File: config.mk
export PLATFORM = sky130hd
export DESIGN_NAME = wildcard_glob_matcher_core
export DESIGN_NICKNAME = d
export VERILOG_FILES = /design/src/sv/wgm_pkg.sv /design/src/sv/wildcard_glob_matcher_core.sv /design/src/sv/wgm_pattern_store.sv /design/src/sv/wgm_pos_update.sv
export SDC_FILE = /design/constraint.sdc
export NUM_CORES = 1
export LEC_CHECK = 0
export BUFFER_PORTS_ARGS = -buffer_cell sky130_fd_sc_hd__buf_2
export CAP_MARGIN = 25
export CORE_UTILIZATION = 50
export DETAILED_ROUTE_END_ITERATION = 6
export GPL_TIMING_DRIVEN = 0
export PLACE_DENSITY = 0.72
export SYNTH_ARGS = -nofsm -noshare
export SYNTH_HDL_FRONTEND = slang
export SYNTH_SLANG_ARGS = --single-unit
File: constraint.sdc
create_clock -name i_clk -period 11.6 [get_ports i_clk]
set_input_delay 2.32 -clock i_clk [delete_from_list [all_inputs] [get_ports i_clk]]
set_output_delay 2.32 -clock i_clk [all_outputs]
set_load 0.01 [all_outputs]
File: src/sv/wgm_pkg.sv
// Shared types and codes for the wildcard glob matcher.
// No dependencies; every other file imports this package.
package wgm_pkg;

    // Width of the character port on the item channel.
    localparam int CH_IN_W = 16;

    typedef logic [1:0] t_func;

    localparam t_func FUNC_CLEAR  = 2'd0;
    localparam t_func FUNC_APPEND = 2'd1;
    localparam t_func FUNC_TEXT   = 2'd2;
    localparam t_func FUNC_QUERY  = 2'd3;

    localparam logic [7:0] STAR_CH  = 8'h2A;
    localparam logic [7:0] QMARK_CH = 8'h3F;

    // Pattern store command for one transaction.
    typedef struct packed {
        logic clr;
        logic app;
    } t_pat_cmd;

endpackage

File: src/sv/wildcard_glob_matcher_core.sv
// Top level of the wildcard glob matcher: input register, position set, result register.
// Instantiates wgm_pattern_store and wgm_pos_update; depends on wgm_pkg.
//
//  channel | direction | valid   | stall   | payload
//  --------+-----------+---------+---------+---------------------------------
//  item    | in        | i_valid | o_stall | i_func, i_ch, i_last
//  result  | out       | o_valid | i_stall | o_matched, o_pattern_overflow
//
// One transaction per cycle unless stalled; a result is registered when its item advances.
// The input register and the result register sit around the
// position-set update, a ripple over MAX_PATTERN star positions.
// Reset (i_rst_n low, synchronous) empties the pattern, clears the overflow
// flag and restarts the position set; the pattern characters are not cleared.
// A stalled result holds the item register only when that item makes a result.
module wildcard_glob_matcher_core
    import wgm_pkg::*;
#(
    parameter int MAX_PATTERN = 32,
    parameter int CHAR_WIDTH  = 16
) (
    input  logic               i_clk,
    input  logic               i_rst_n,
    input  logic               i_valid,
    output logic               o_stall,
    input  logic [1:0]         i_func,
    input  logic [CH_IN_W-1:0] i_ch,
    input  logic               i_last,
    output logic               o_valid,
    input  logic               i_stall,
    output logic               o_matched,
    output logic               o_pattern_overflow
);

    localparam int CNT_W = $clog2(MAX_PATTERN + 1);
    localparam logic [MAX_PATTERN:0] POS_START = {{MAX_PATTERN{1'b0}}, 1'b1};

    logic               r_in_vld;
    logic               n_in_vld;
    t_func              r_func;
    logic [CH_IN_W-1:0] r_ch;
    logic               r_last;

    logic [MAX_PATTERN:0] r_pos;
    logic [MAX_PATTERN:0] n_pos;

    logic r_out_vld;
    logic n_out_vld;
    logic r_matched;
    logic n_matched;
    logic r_ovf_out;
    logic n_ovf_out;

    logic                   produces;
    logic                   adv;
    logic                   in_acc;
    t_pat_cmd               pat_cmd;
    logic [MAX_PATTERN-1:0] star;
    logic [MAX_PATTERN-1:0] step;
    logic [CNT_W-1:0]       cnt;
    logic                   ovf;
    logic [MAX_PATTERN:0]   pos_next;
    logic                   text_hit;
    logic                   query_hit;

    assign produces = ((r_func == FUNC_TEXT) && r_last) || (r_func == FUNC_QUERY);
    assign adv      = r_in_vld && (!produces || !r_out_vld || !i_stall);
    assign o_stall  = r_in_vld && !adv;
    assign in_acc   = i_valid && !o_stall;

    assign pat_cmd.clr = adv && (r_func == FUNC_CLEAR);
    assign pat_cmd.app = adv && (r_func == FUNC_APPEND);

    wgm_pattern_store #(
        .MAX_PATTERN(MAX_PATTERN),
        .CHAR_WIDTH (CHAR_WIDTH)
    ) u_store (
        .i_clk  (i_clk),
        .i_rst_n(i_rst_n),
        .i_cmd  (pat_cmd),
        .i_ch   (CHAR_WIDTH'(r_ch)),
        .o_star (star),
        .o_step (step),
        .o_cnt  (cnt),
        .o_ovf  (ovf)
    );

    wgm_pos_update #(
        .MAX_PATTERN(MAX_PATTERN)
    ) u_pos (
        .i_pos      (r_pos),
        .i_star     (star),
        .i_step     (step),
        .i_cnt      (cnt),
        .o_next     (pos_next),
        .o_text_hit (text_hit),
        .o_query_hit(query_hit)
    );

    always_comb begin
        n_in_vld  = r_in_vld;
        n_pos     = r_pos;
        n_out_vld = r_out_vld;
        n_matched = r_matched;
        n_ovf_out = r_ovf_out;

        if (in_acc) begin
            n_in_vld = 1'b1;
        end else if (adv) begin
            n_in_vld = 1'b0;
        end

        // Drop a delivered result.
        if (r_out_vld && !i_stall) begin
            n_out_vld = 1'b0;
        end

        if (adv) begin
            case (r_func)
                FUNC_CLEAR: begin
                    n_pos = POS_START;
                end
                FUNC_TEXT: begin
                    n_pos = r_last ? POS_START : pos_next;
                end
                default: begin
                end
            endcase
            if (produces) begin
                n_out_vld = 1'b1;
                n_matched = ((r_func == FUNC_QUERY) ? query_hit : text_hit) && !ovf;
                n_ovf_out = ovf;
            end
        end
    end

    always_ff @(posedge i_clk) begin
        if (!i_rst_n) begin
            r_in_vld  <= 1'b0;
            r_out_vld <= 1'b0;
            r_pos     <= POS_START;
        end else begin
            r_in_vld  <= n_in_vld;
            r_out_vld <= n_out_vld;
            r_pos     <= n_pos;
        end
    end

    always_ff @(posedge i_clk) begin
        if (in_acc) begin
            r_func <= i_func;
            r_ch   <= i_ch;
            r_last <= i_last;
        end
        r_matched <= n_matched;
        r_ovf_out <= n_ovf_out;
    end

    assign o_valid            = r_out_vld;
    assign o_matched          = r_matched;
    assign o_pattern_overflow = r_ovf_out;

    a_stall_needs_item: assert property (@(posedge i_clk) disable iff (!i_rst_n)
        o_stall |-> r_in_vld)
        else $error("item side stalled with no held transaction");

    a_result_lands: assert property (@(posedge i_clk) disable iff (!i_rst_n)
        adv && produces |=> o_valid)
        else $error("result transaction not registered");

    a_clear_restarts: assert property (@(posedge i_clk) disable iff (!i_rst_n)
        adv && (r_func == FUNC_CLEAR) |=> (r_pos == POS_START) && (cnt == '0) && !ovf)
        else $error("clear did not restart pattern and positions");

    a_ovf_no_match: assert property (@(posedge i_clk) disable iff (!i_rst_n)
        o_valid |-> !(o_matched && o_pattern_overflow))
        else $error("match reported with pattern overflow");

endmodule

File: src/sv/wgm_pattern_store.sv
// Pattern character store with fill count and overflow flag.
// Produces per-position star and single-step masks. Depends on wgm_pkg.
module wgm_pattern_store
    import wgm_pkg::*;
#(
    parameter int MAX_PATTERN = 32,
    parameter int CHAR_WIDTH  = 16
) (
    input  logic                                 i_clk,
    input  logic                                 i_rst_n,
    input  t_pat_cmd                             i_cmd,
    input  logic [CHAR_WIDTH-1:0]                i_ch,
    output logic [MAX_PATTERN-1:0]               o_star,
    output logic [MAX_PATTERN-1:0]               o_step,
    output logic [$clog2(MAX_PATTERN+1)-1:0]     o_cnt,
    output logic                                 o_ovf
);

    localparam int CNT_W = $clog2(MAX_PATTERN + 1);
    localparam logic [CHAR_WIDTH-1:0] STAR_W  = CHAR_WIDTH'(STAR_CH);
    localparam logic [CHAR_WIDTH-1:0] QMARK_W = CHAR_WIDTH'(QMARK_CH);

    logic [CHAR_WIDTH-1:0] r_store [MAX_PATTERN];
    logic [CNT_W-1:0]      r_cnt;
    logic [CNT_W-1:0]      n_cnt;
    logic                  r_ovf;
    logic                  n_ovf;
    logic                  full;

    assign full = (r_cnt == CNT_W'(MAX_PATTERN));

    always_comb begin
        n_cnt = r_cnt;
        n_ovf = r_ovf;
        if (i_cmd.clr) begin
            n_cnt = '0;
            n_ovf = 1'b0;
        end else if (i_cmd.app) begin
            if (full) begin
                n_ovf = 1'b1;
            end else begin
                n_cnt = r_cnt + CNT_W'(1);
            end
        end
    end

    always_ff @(posedge i_clk) begin
        if (!i_rst_n) begin
            r_cnt <= '0;
            r_ovf <= 1'b0;
        end else begin
            r_cnt <= n_cnt;
            r_ovf <= n_ovf;
        end
    end

    for (genvar g = 0; g < MAX_PATTERN; g++) begin : g_entry
        logic in_pat;
        logic is_star;

        always_ff @(posedge i_clk) begin
            if (i_cmd.app && !i_cmd.clr && (r_cnt == CNT_W'(g))) begin
                r_store[g] <= i_ch;
            end
        end

        // Only entries below the fill count take part.
        assign in_pat    = (CNT_W'(g) < r_cnt);
        assign is_star   = (r_store[g] == STAR_W);
        assign o_star[g] = in_pat && is_star;
        assign o_step[g] = in_pat && !is_star &&
                           ((r_store[g] == QMARK_W) || (r_store[g] == i_ch));
    end

    assign o_cnt = r_cnt;
    assign o_ovf = r_ovf;

endmodule

File: src/sv/wgm_pos_update.sv
// Position set update: star closure and one-character advance.
// Pure combinational; depends on wgm_pkg for house conventions only.
module wgm_pos_update
    import wgm_pkg::*;
#(
    parameter int MAX_PATTERN = 32
) (
    input  logic [MAX_PATTERN:0]                 i_pos,
    input  logic [MAX_PATTERN-1:0]               i_star,
    input  logic [MAX_PATTERN-1:0]               i_step,
    input  logic [$clog2(MAX_PATTERN+1)-1:0]     i_cnt,
    output logic [MAX_PATTERN:0]                 o_next,
    output logic                                 o_text_hit,
    output logic                                 o_query_hit
);

    localparam logic [MAX_PATTERN:0] POS_START = {{MAX_PATTERN{1'b0}}, 1'b1};

    // Ripple a reached position across each run of stars, like a carry chain.
    function automatic logic [MAX_PATTERN:0] f_close(input logic [MAX_PATTERN:0] s,
                                                     input logic [MAX_PATTERN-1:0] st);
        logic [MAX_PATTERN:0] r;
        r = s;
        for (int i = 0; i < MAX_PATTERN; i++) begin
            r[i+1] = r[i+1] | (r[i] & st[i]);
        end
        return r;
    endfunction

    logic [MAX_PATTERN:0] cur;
    logic [MAX_PATTERN:0] nxt_closed;
    logic [MAX_PATTERN:0] query_closed;

    assign cur    = f_close(i_pos, i_star);
    // Stars hold their position, other matches advance one.
    assign o_next = {1'b0, cur[MAX_PATTERN-1:0] & i_star} |
                    {cur[MAX_PATTERN-1:0] & i_step, 1'b0};

    assign nxt_closed   = f_close(o_next, i_star);
    assign query_closed = f_close(POS_START, i_star);

    assign o_text_hit  = nxt_closed[i_cnt];
    assign o_query_hit = query_closed[i_cnt];

endmodule
== Word level (Yosys, flattened, before mapping) ==
Memories as Yosys holds them, arrays and structs flattened.
Cells that the tools add are included.
Storage, ports and cells
  memories: 1
  bits in writable memories: 512
  bits of input ports: 23
  output and inout port bits: 4
  register bits after elaboration: 62
Operators by class
  equal/unequal tests: 131
  reduce and logical (&&, ||, !) cells: 251
  add/subtract/negate cells: 1
  bitwise gates (word level): 162
  $lt $le $gt $ge: 33
  mux-type cells: 169
Memory list
  u_store.r_store: words 32, bits a word 16, read ports 32, clocked after memory_dff 0, wr ports 1, RTL line wgm_pattern_store.sv:23  | logic [CHAR_WIDTH-1:0] r_store [MAX_PATTERN];
Operator list (count)
  $eq 16x6->1 const B: 64
  $eq 16x16->1: 32
  $mux 16: 31
  $reduce_or 16->1: 31
  $mux 5: 31
  $logic_and 1x1->1: 137
  $mux 1: 103
  $eq 6x5->1 const B: 16
  $lt 5x6->1 const A: 16
  $and 1x1->1: 94
  $and 32x32->32: 2
  $pmux 32 s2: 1
  $or 1x1->1: 63
  $eq 6x4->1 const B: 8
  $lt 4x6->1 const A: 8
  $logic_not 1->1: 39
  $logic_or 1x1->1: 35
  $or 32x33->33: 1
  $mux 32: 1
  $eq 6x3->1 const B: 4
  $lt 3x6->1 const A: 4
  $bmux 1 s6: 2
  $eq 6x2->1 const B: 2
  $lt 1x6->1 const A: 2
  other kinds (13): 20

== Depth between registers and ports, before layout ==
Gate-level depths: netlist of the first run.
An unclocked memory read counts as a cell.
  depth after elaboration: 135
  mapped depth: 20
  mapped depth without buffers: 18

== Hierarchy ==
From an unflattened synthesis of the first run, not the netlist that was laid out.
Second synthesis, totals
  cell total of the unflattened synthesis: 2321
  area total of the unflattened synthesis: 29014.1 sq um
By module, submodules not included
  wgm_pattern_store: instances 1, cells an instance 1726, seq. area each 15514.9 sq um, area an instance 24297.1 sq um
  wgm_pos_update: instances 1, cells an instance 412, seq. area each 0.0 sq um, area an instance 2566.2 sq um
  wildcard_glob_matcher_core: instances 1, cells an instance 183, seq. area each 1331.3 sq um, area an instance 2150.8 sq um

== Least setup slack after synthesis of the first run ==
No wires, ideal clock.
  path kind: input to output
  start point: input port i_stall
  end point: output port o_stall
  path slack: 6.666 ns
  cell stages on the path: 2
  data required time: 9.280 ns
  path buffers: 0
  arrival time: 2.614 ns
  cells stage by stage: nand2_1 > nor2_1
Between the ends
  longest elaborated chain between the ends: 5
RTL lines
  start, declared: RTL line wildcard_glob_matcher_core.sv:29  | input logic i_stall,
  $logic_not 1->1: RTL line wildcard_glob_matcher_core.sv:66  | assign adv = r_in_vld && (!produces || !r_out_vld || !i_stall);
  $logic_or 1x1->1: RTL line wildcard_glob_matcher_core.sv:66
  $logic_and 1x1->1: RTL line wildcard_glob_matcher_core.sv:66
  $logic_not 1->1: RTL line wildcard_glob_matcher_core.sv:67  | assign o_stall = r_in_vld && !adv;
  $logic_and 1x1->1: RTL line wildcard_glob_matcher_core.sv:67
  end, declared: RTL line wildcard_glob_matcher_core.sv:24  | output logic o_stall,
Every way passes these cells.

== Worst setup path in the final report of the first run ==
  start point: register r_ch[4]
  end point: register r_matched (netlist: o_matched) (data pin)
Between the ends
  longest elaborated chain between the ends: 72
  elaborated cells between the ends (all ways): 165
  classes of those cells: eq/ne: 32; mux: 3; bitwise: 65; reduce/logical: 65
RTL lines
  start, declared: RTL line wildcard_glob_matcher_core.sv:40  | logic [CH_IN_W-1:0] r_ch;
  start signal, assigned: RTL line wildcard_glob_matcher_core.sv:151  | r_ch <= i_ch;
  $eq 16x16->1: RTL line wgm_pattern_store.sv:72  | ((r_store[g] == QMARK_W) || (r_store[g] == i_ch));
  $logic_or 1x1->1: RTL line wgm_pattern_store.sv:72
  $logic_and 1x1->1: RTL line wgm_pattern_store.sv:71  | assign o_step[g] = in_pat && !is_star &&
  $and 32x32->32 (*): RTL line wgm_pos_update.sv:37  | {cur[MAX_PATTERN-1:0] & i_step, 1'b0};
  $or 32x33->33 (*): RTL line wgm_pos_update.sv:36  | assign o_next = {1'b0, cur[MAX_PATTERN-1:0] & i_star} |
  $or 1x1->1: RTL line wgm_pos_update.sv:25  | r[i+1] = r[i+1] | (r[i] & st[i]);
  $and 1x1->1: RTL line wgm_pos_update.sv:25
  $or 1x1->1: RTL line wgm_pos_update.sv:25
  [56 not listed]
  $and 1x1->1: RTL line wgm_pos_update.sv:25
  $or 1x1->1: RTL line wgm_pos_update.sv:25
  $and 1x1->1: RTL line wgm_pos_update.sv:25
  $or 1x1->1: RTL line wgm_pos_update.sv:25
  $bmux 1 s6 (*): RTL line wgm_pos_update.sv:42  | assign o_text_hit = nxt_closed[i_cnt];
  $mux 1 (implied by the code) (*): RTL line wgm_pos_update.sv:42
  $mux 1 (*): RTL line wildcard_glob_matcher_core.sv:130  | n_matched = ((r_func == FUNC_QUERY) ? query_hit : text_hit) && !ovf;
  $logic_and 1x1->1 (*): RTL line wildcard_glob_matcher_core.sv:130
  end signal, assigned: RTL line wildcard_glob_matcher_core.sv:154  | r_matched <= n_matched;
  end, declared: RTL line wildcard_glob_matcher_core.sv:48  | logic r_matched;
Mark *: on every way between the ends. The rest lies on a longest branch, timed or not. The select of a mux whose other input is x is not followed.
A chain may end at the register's enable or synchronous reset.

==> out/results.ini, run 1 <==
[synth]
ys_top_cells_by_count=edfxtp_1 (533), xnor2_1 (313), xor2_1 (202)
yosysWarnings=0
ys_seq_area_share_pct=58.3
avgSynthCellArea_sq_um=12.2
async_flop_share_pct=0
yosys-top-cells-area=edfxtp_1 (55%), xnor2_1 (9.5%), xor2_1 (6.1%), dfxtp_1 (2.8%), nand4_1 (2.6%)
ys.flop_type=edfxtp_1
yosys.cell_types.count=99
synth_top_area_cell=edfxtp_1
synth_seq_cells=574
synth_area_sq_um=28900
syn_nets=2401
synth_cells=2375
synth_enable_flop_cells=533
synth.top_cell.area_share_pct=55.4
post-synth-top-count-cell=edfxtp_1

[die]
core_sq_um=56700
rows=87
die_w_microns=242
io_pins=27
die_h_microns=242
initial_core_util_pct=50.9
dieArea_sq_um=58700

[grt]
antenna_found_initial=3
gr-total-overflow=0
grt_pass1_vias=21990
grt_pass1_wl_mm=140
grt.total_usage_pct=32.6
grt_max_degree=20

[worst_setup_path]
rr_endpoint=o_matched
critPathLaunchType=flip-flop
worst_ep_required_time_ps=12020
worst_setup_path_end_kind=flip-flop
r2r-start=r_ch[4]
crit_chain=clkbuf_1 -> buf_1 -> buf_1 -> buf_2 -> xor2_1 -> nor4_1 -> nand4_1 -> a32oi_1 -> a31o_2 -> nor2_1 -> a31oi_2 -> a221oi_1 -> o41ai_1 -> o2111ai_2 -> nor3_1 -> nor2_1 -> o41ai_2
regToRegSetupSlack_ps=4220
critical_path_class=flip-flop to flip-flop
slowest_stage=edfxtp_1
ff2ff_path_depth=17
cp_slowest_stage_delay_ps=980
critPathArrivalTime_ps=7790
crit_fanout=15
worstSetupStartpoint=r_ch[4]

[run_status]
status=finished clean

[route]
drc=0
routed_wl_mm=96.4
viasPerCell=6.55
ant_nets=0
num_vias=21967
drtIter0Drc=2755
firstDrtPassIters=5
wl_per_cell_microns=28.8

[worst_hold_path]
min_to=o_pattern_overflow
min_from=u_store.o_ovf
hp-class=flip-flop to flip-flop
hold_depth=0

[clock_network]
cts_buffers=60
htree_levels=2
ctsLongestPathBuffers=3
cts_tree=built
cts_sinks=574
clock-root-buffer=clkbuf_16
path_clk_slew_ps=60
cts_resized=0
insertion_delay_ps=660
hold_buffers=0
postCtsSetupRepairBufs=0

[final_layout]
syn2layout_area_growth_pct=15.8
antenna_cells=0
layout.nets=2570
fin_util_pct=59.0
final_cells=3352
drive_gt1_share_pct=11.0

[timing]
rsz0062_at_grt=false
tightest_slew_ps=1110
slew_violations=0
finalSetupViolCount=0
relSlewSlack_pct=25.2
hold_viol=0
period_share_pct=63.6
finalCriticalPeriod_ps=7380
hold_slack_ps=503
totalNegativeSetupSlack_ps=0
skew_ps=26.1
timing.fmax_mhz=136

[placement]
dp_cells=3232
routabilityCongestion=1.02
portBuffers=26
place_hpwl_mm=68.6

[pwr]
power_w=0.00458
powerDensity_nw_per_um2=137
p_leak_nw=10.5
peakVddDrop_uv=130

[job]
drv_cap=0

## cell type report
type / count / area [sq um]
Clock buffer: 74 / 1590
Sequential cell: 574 / 16800
Tap cell: 756 / 946
Inverter: 26 / 97.6
Buffer: 100 / 429
Fill cell: 4388 / 23300
Clock inverter: 40 / 464
Multi-Input combinational cell: 1675 / 11600
Timing Repair Buffer: 107 / 1540
## power breakdown
group / internal [W] / leakage, nW / switching [W]
Clock: 0.00116 / 1.00 / 0.000851
Sequential: 0.00227 / 5.14 / 0.0000207
Combinational: 0.000104 / 4.33 / 0.000182
Total: 0.00353 / 10.5 / 0.00105
## metrics by stage
stage	cell area, sq um	worst slack [ps]
floorplan	28900	6670
global placement	30000	3190
detailed placement	31300	4280
CTS	33400	4260
global route	33500	4010
finish	33500	4220
## how the worst max path moves through the flow
stage	slack, ps	endpoint
2_1_floorplan	6670	o_stall
3_3_place_gp	3190	o_matched
3_5_place_dp	4280	o_matched
4_1_cts	4260	o_matched
5_1_grt	4010	o_matched
6_report	4220	o_matched
## state kept, by name (all words and copies together) (netlist names)
| name | cells |
|---|---|
| r_ch | 16 |
| r_in_vld | 1 |
| u_store.r_store | 512 |
| o_matched | 1 |
| r_pos | 32 |
| o_pattern_overflow | 1 |
| r_last | 1 |
| r_func | 2 |
| u_store.o_cnt | 6 |
| u_store.o_ovf | 1 |
| o_valid | 1 |
## cell families (layout without fill, tap and decap cells)
group / Yosys count / in the layout / synth area share (%)
simple gates: 807 / 807 / 15.8
mux: 2 / 2 / 0.0693
xor+xnor: 515 / 515 / 15.6
flops: 574 / 574 / 58.3
compound gates: 348 / 348 / 8.35
buf+inv: 126 / 347 / 1.82
fa+ha+maj: 3 / 3 / 0.130
## layout by cell type, fill, tap and decap left out, types with 13 or more instances in the layout
| cell | count |
|---|---|
| edfxtp_1 | 533 |
| xnor2_1 | 313 |
| xor2_1 | 202 |
| nor2_1 | 147 |
| nor4_1 | 118 |
| nand4_1 | 118 |
| nand2_1 | 109 |
| o21ai_0 | 76 |
| clkbuf_1 | 65 |
| nor3_1 | 65 |
| a21oi_1 | 64 |
| clkbuf_16 | 61 |
| buf_2 | 43 |
| dfxtp_1 | 41 |
| nor2b_1 | 36 |
| nand3_1 | 29 |
| buf_16 | 28 |
| or3_1 | 27 |
| inv_1 | 25 |
| buf_1 | 25 |
| a22oi_1 | 24 |
| buf_8 | 20 |
| buf_6 | 19 |
| and4b_1 | 19 |
| and3_1 | 18 |
| and2_1 | 17 |
| or4_1 | 16 |
| a31oi_1 | 16 |
| nor4b_1 | 15 |
| buf_4 | 14 |
| a211oi_1 | 14 |
| o22ai_1 | 14 |
| o31ai_1 | 14 |
| clkinv_2 | 14 |
| o21a_1 | 13 |
## critical path: cells and delay by family, from the launching register on
kind / cells / cell delay, ps
simple gates: 5 / 1030
buf+inv: 4 / 2480
flops: 1 / 980
compound gates: 7 / 2460
xor+xnor: 1 / 160
## metal layers
metal / up-vias / track usage, % / part of all wire (%)
met1: 10841 / 41.4 / 38
met2: 1423 / 52.7 / 46
met3: 334 / 6.56 / 10
met4: 2 / 17.3 / 5.4
met5: - / 0 / 0.013
li1: 9367 / - / -
Power figures use the tool's default switching activity.
==> run 2, diff against run 1 <==
- ABC_AREA: not set -> 1
- clock period: 11.6 -> 6.83 ns (I/O delays scaled with it)
==> run 2 against run 1 <==
  * Worst setup slack got worse by 3800 ps
  * Register-to-register slack got worse by 3800 ps
  * Largest cell class unchanged
  * Wire length fell by 2.6%
  * Hold slack got worse by 37 ps
==> out/results.ini, run 2 <==
[timing]
relSlewSlack_pct=20.6  ; -4.6 points
timing.fmax_mhz=157  ; +16%
skew_ps=22.5  ; -3.66 ps
period_share_pct=93.1  ; +29 points
hold_viol=0  ; unchanged
finalCriticalPeriod_ps=6360  ; -1020 ps
finalSetupViolCount=0  ; unchanged
slew_violations=0  ; unchanged
totalNegativeSetupSlack_ps=0  ; unchanged
tightest_slew_ps=1190  ; +77.9 ps

[pwr]
clkPwrFrac_pct=43.2  ; -0.7 points
power_switching_w=0.00174  ; +66%
internal-power_w=0.00600  ; +70%
p_comb_share_pct=6.9  ; +0.7 points
seq_power_share_pct=49.9  ; about the same
power_w=0.00775  ; +69%
powerDensity_nw_per_um2=230  ; +68%
p_sw_share_pct=22.5  ; -0.47 points
peakVddDrop_uv=242  ; +86%
p_leak_nw=11.9  ; +13%

[final_layout]
drive_gt1_share_pct=13.5  ; +2.5 points
syn2layout_area_growth_pct=16.6
largest_register_ffs=512  ; unchanged
antenna_cells=0  ; unchanged
top_register=u_store.r_store
reg_top3=u_store.r_store (512), r_pos (32), r_ch (16)
layout_common_cells=edfxtp_1 (533), nand2_1 (356), nor2_1 (250)
layout.nets=2880  ; +12%
final_common_cell=edfxtp_1

[die]
io_pins=27  ; unchanged
core_sq_um=56800  ; +0.19%
die_h_microns=243  ; about the same
initial_core_util_pct=50.9  ; about the same
dieArea_sq_um=58800  ; +0.12%
rows=87  ; unchanged
die_w_microns=243  ; about the same

[grt]
gr-total-overflow=0  ; unchanged
antenna_found_initial=1  ; -2
grt_pass1_vias=22114  ; +0.56%
grt_max_degree=26  ; +30%
grt.total_usage_pct=31.5  ; -1.1 points
grt_pass1_wl_mm=136  ; -3.0%

[clock_network]
clock-root-buffer=clkbuf_16
path_clk_slew_ps=70  ; about the same
ctsLongestPathBuffers=3  ; unchanged
hold_buffers=0  ; unchanged
insertion_delay_ps=620  ; -40 ps
htree_levels=2  ; unchanged
cts_tree=built
cts_buffers=56  ; -6.7%
cts_sinks=574  ; unchanged

[synth]
post-synth-top-count-cell=edfxtp_1
ys_seq_area_share_pct=58.2  ; -0.071 points
synth_seq_cells=574  ; unchanged
async_flop_share_pct=0  ; unchanged
yosys-top-cells-area=edfxtp_1 (55%), xnor2_1 (6.2%), xor2_1 (6.0%), nand2_1 (4.6%), nor2_1 (3.3%)
synth_area_sq_um=28900  ; +0.12%
synth_cells=2676  ; +13%
avgSynthCellArea_sq_um=10.8  ; -11%
syn_nets=2702  ; +13%
synth_top_area_cell=edfxtp_1
yosysWarnings=0  ; unchanged
ys.flop_type=edfxtp_1
synth_enable_flop_cells=533  ; unchanged
synth.top_cell.area_share_pct=55.3  ; -0.067 points
yosys.cell_types.count=67  ; -32%
ys_top_cells_by_count=edfxtp_1 (533), nand2_1 (356), nor2_1 (252)

[worst_setup_path]
worst_setup_path_end_kind=flip-flop
critPathArrivalTime_ps=6740  ; -1050 ps
worst_ep_required_time_ps=7210  ; -4810 ps
crit_fanout=8  ; -7
crit_top_cell=nand2_2
slowest_stage=dfxtp_1
critPathLaunchType=flip-flop
cp_slowest_stage_delay_ps=300  ; -680 ps
critical_path_class=flip-flop to flip-flop

[route]
routed_wl_mm=94.0  ; -2.6%
ant_nets=0  ; unchanged
firstDrtPassIters=6  ; +1
viasPerCell=6.08  ; -7.2%
drtIter0Drc=2934  ; +6.5%
drc=0  ; unchanged
wl_per_cell_microns=25.7  ; -11%
num_vias=22220  ; +1.2%

[placement]
routabilityCongestion=1.01  ; -1.5%
portBuffers=26  ; unchanged
place_hpwl_mm=67.1  ; -2.2%

[worst_hold_path]
hp-class=flip-flop to flip-flop

[job]
drv_cap=0  ; unchanged

[run_status]
status=finished clean

-- run 2: cell count changes after synthesis, moves of 37 or more --
| cell | previous run | this run |
|---|---|---|
| nand2_1 | 109 | 356 |
| xnor2_1 | 313 | 205 |
| nor2_1 | 147 | 252 |
| inv_1 | 25 | 222 |
| nand3_1 | 29 | 90 |
| nor2b_1 | 37 | 0 |
-- run 2: path summary, 6_finish.rpt --
kind	startpoint	end	slack [ps]	cells after the start
worst min register to register	r_pos[11]	r_pos[11]	470	2
worst max register to register	u_store.o_cnt[4]	o_matched	470	70
worst min-delay path	r_pos[11]	r_pos[11]	470	2
worst max-delay path	u_store.o_cnt[4]	o_matched	470	70
-- run 2: cell type report --
cell class              instances  area, sq um
plain buffers                  74          372
clock buffers                  60         1440
clock inverters                43          524
fillers                      4473        23100
inverters                     243          958
multi-input cells            1776        10900
flip-flops and latches        574        16800
well taps                     756          946
repair buffers                129         1770
-- run 2: cells by family after synthesis --
family,after synthesis,share of synthesized area (%)
compound gates,234,5.17
xor+xnor,403,12.2
fa+ha+maj,3,0.130
buf+inv,326,4.52
flops,574,58.2
simple gates,1136,19.8
-- run 2: worst max-delay path, delay by kind of cell, from the launching register on --
family	cells	cell delay [ps]
compound gates	3	370
buf+inv	2	300
flops	1	300
simple gates	65	5130
-- run 2: power groups by stage --
stage               combinational [W]  sequential [W]  clock [W]
floorplan                    0.000212         0.00395          0
global placement             0.000336         0.00403          0
detailed placement           0.000495         0.00395          0
CTS                          0.000501         0.00387    0.00335
global route                 0.000552         0.00387    0.00349
finish                       0.000536         0.00387    0.00334
-- run 2: what timing repair did --
| action | CTS | global route |
|---|---|---|
| gates resized for setup | 14 | 39 |
| pin swaps | 0 | 1 |
| buffers inserted | 2 | 16 |
| endpoints found under the setup margin | 4 | 3 |
| cloned | 0 | 0 |
-- run 2: per-stage QoR --
step | hold slack [ps] | utilization (%) | cells | cell area [sq um] | setup WS (ps)
global placement | 451 | 52.8 | 3458 | 30000 | -1570
finish | 465 | 59.4 | 3655 | 33700 | 471
detailed placement | 457 | 55.4 | 3539 | 31500 | -633
floorplan | 432 | - | 2676 | 28900 | 1040
CTS | 467 | 58.9 | 3640 | 33500 | 25.8
global route | 486 | 59.4 | 3655 | 33700 | -2.45
-- run 2: per-layer routing --
metal	share of wire [%]	track usage (%)	wire, microns
met1	38	39.9	35300
met2	46	49.9	43300
met3	10	5.75	9540
met4	6.1	19.9	5720
met5	0.020	0	19
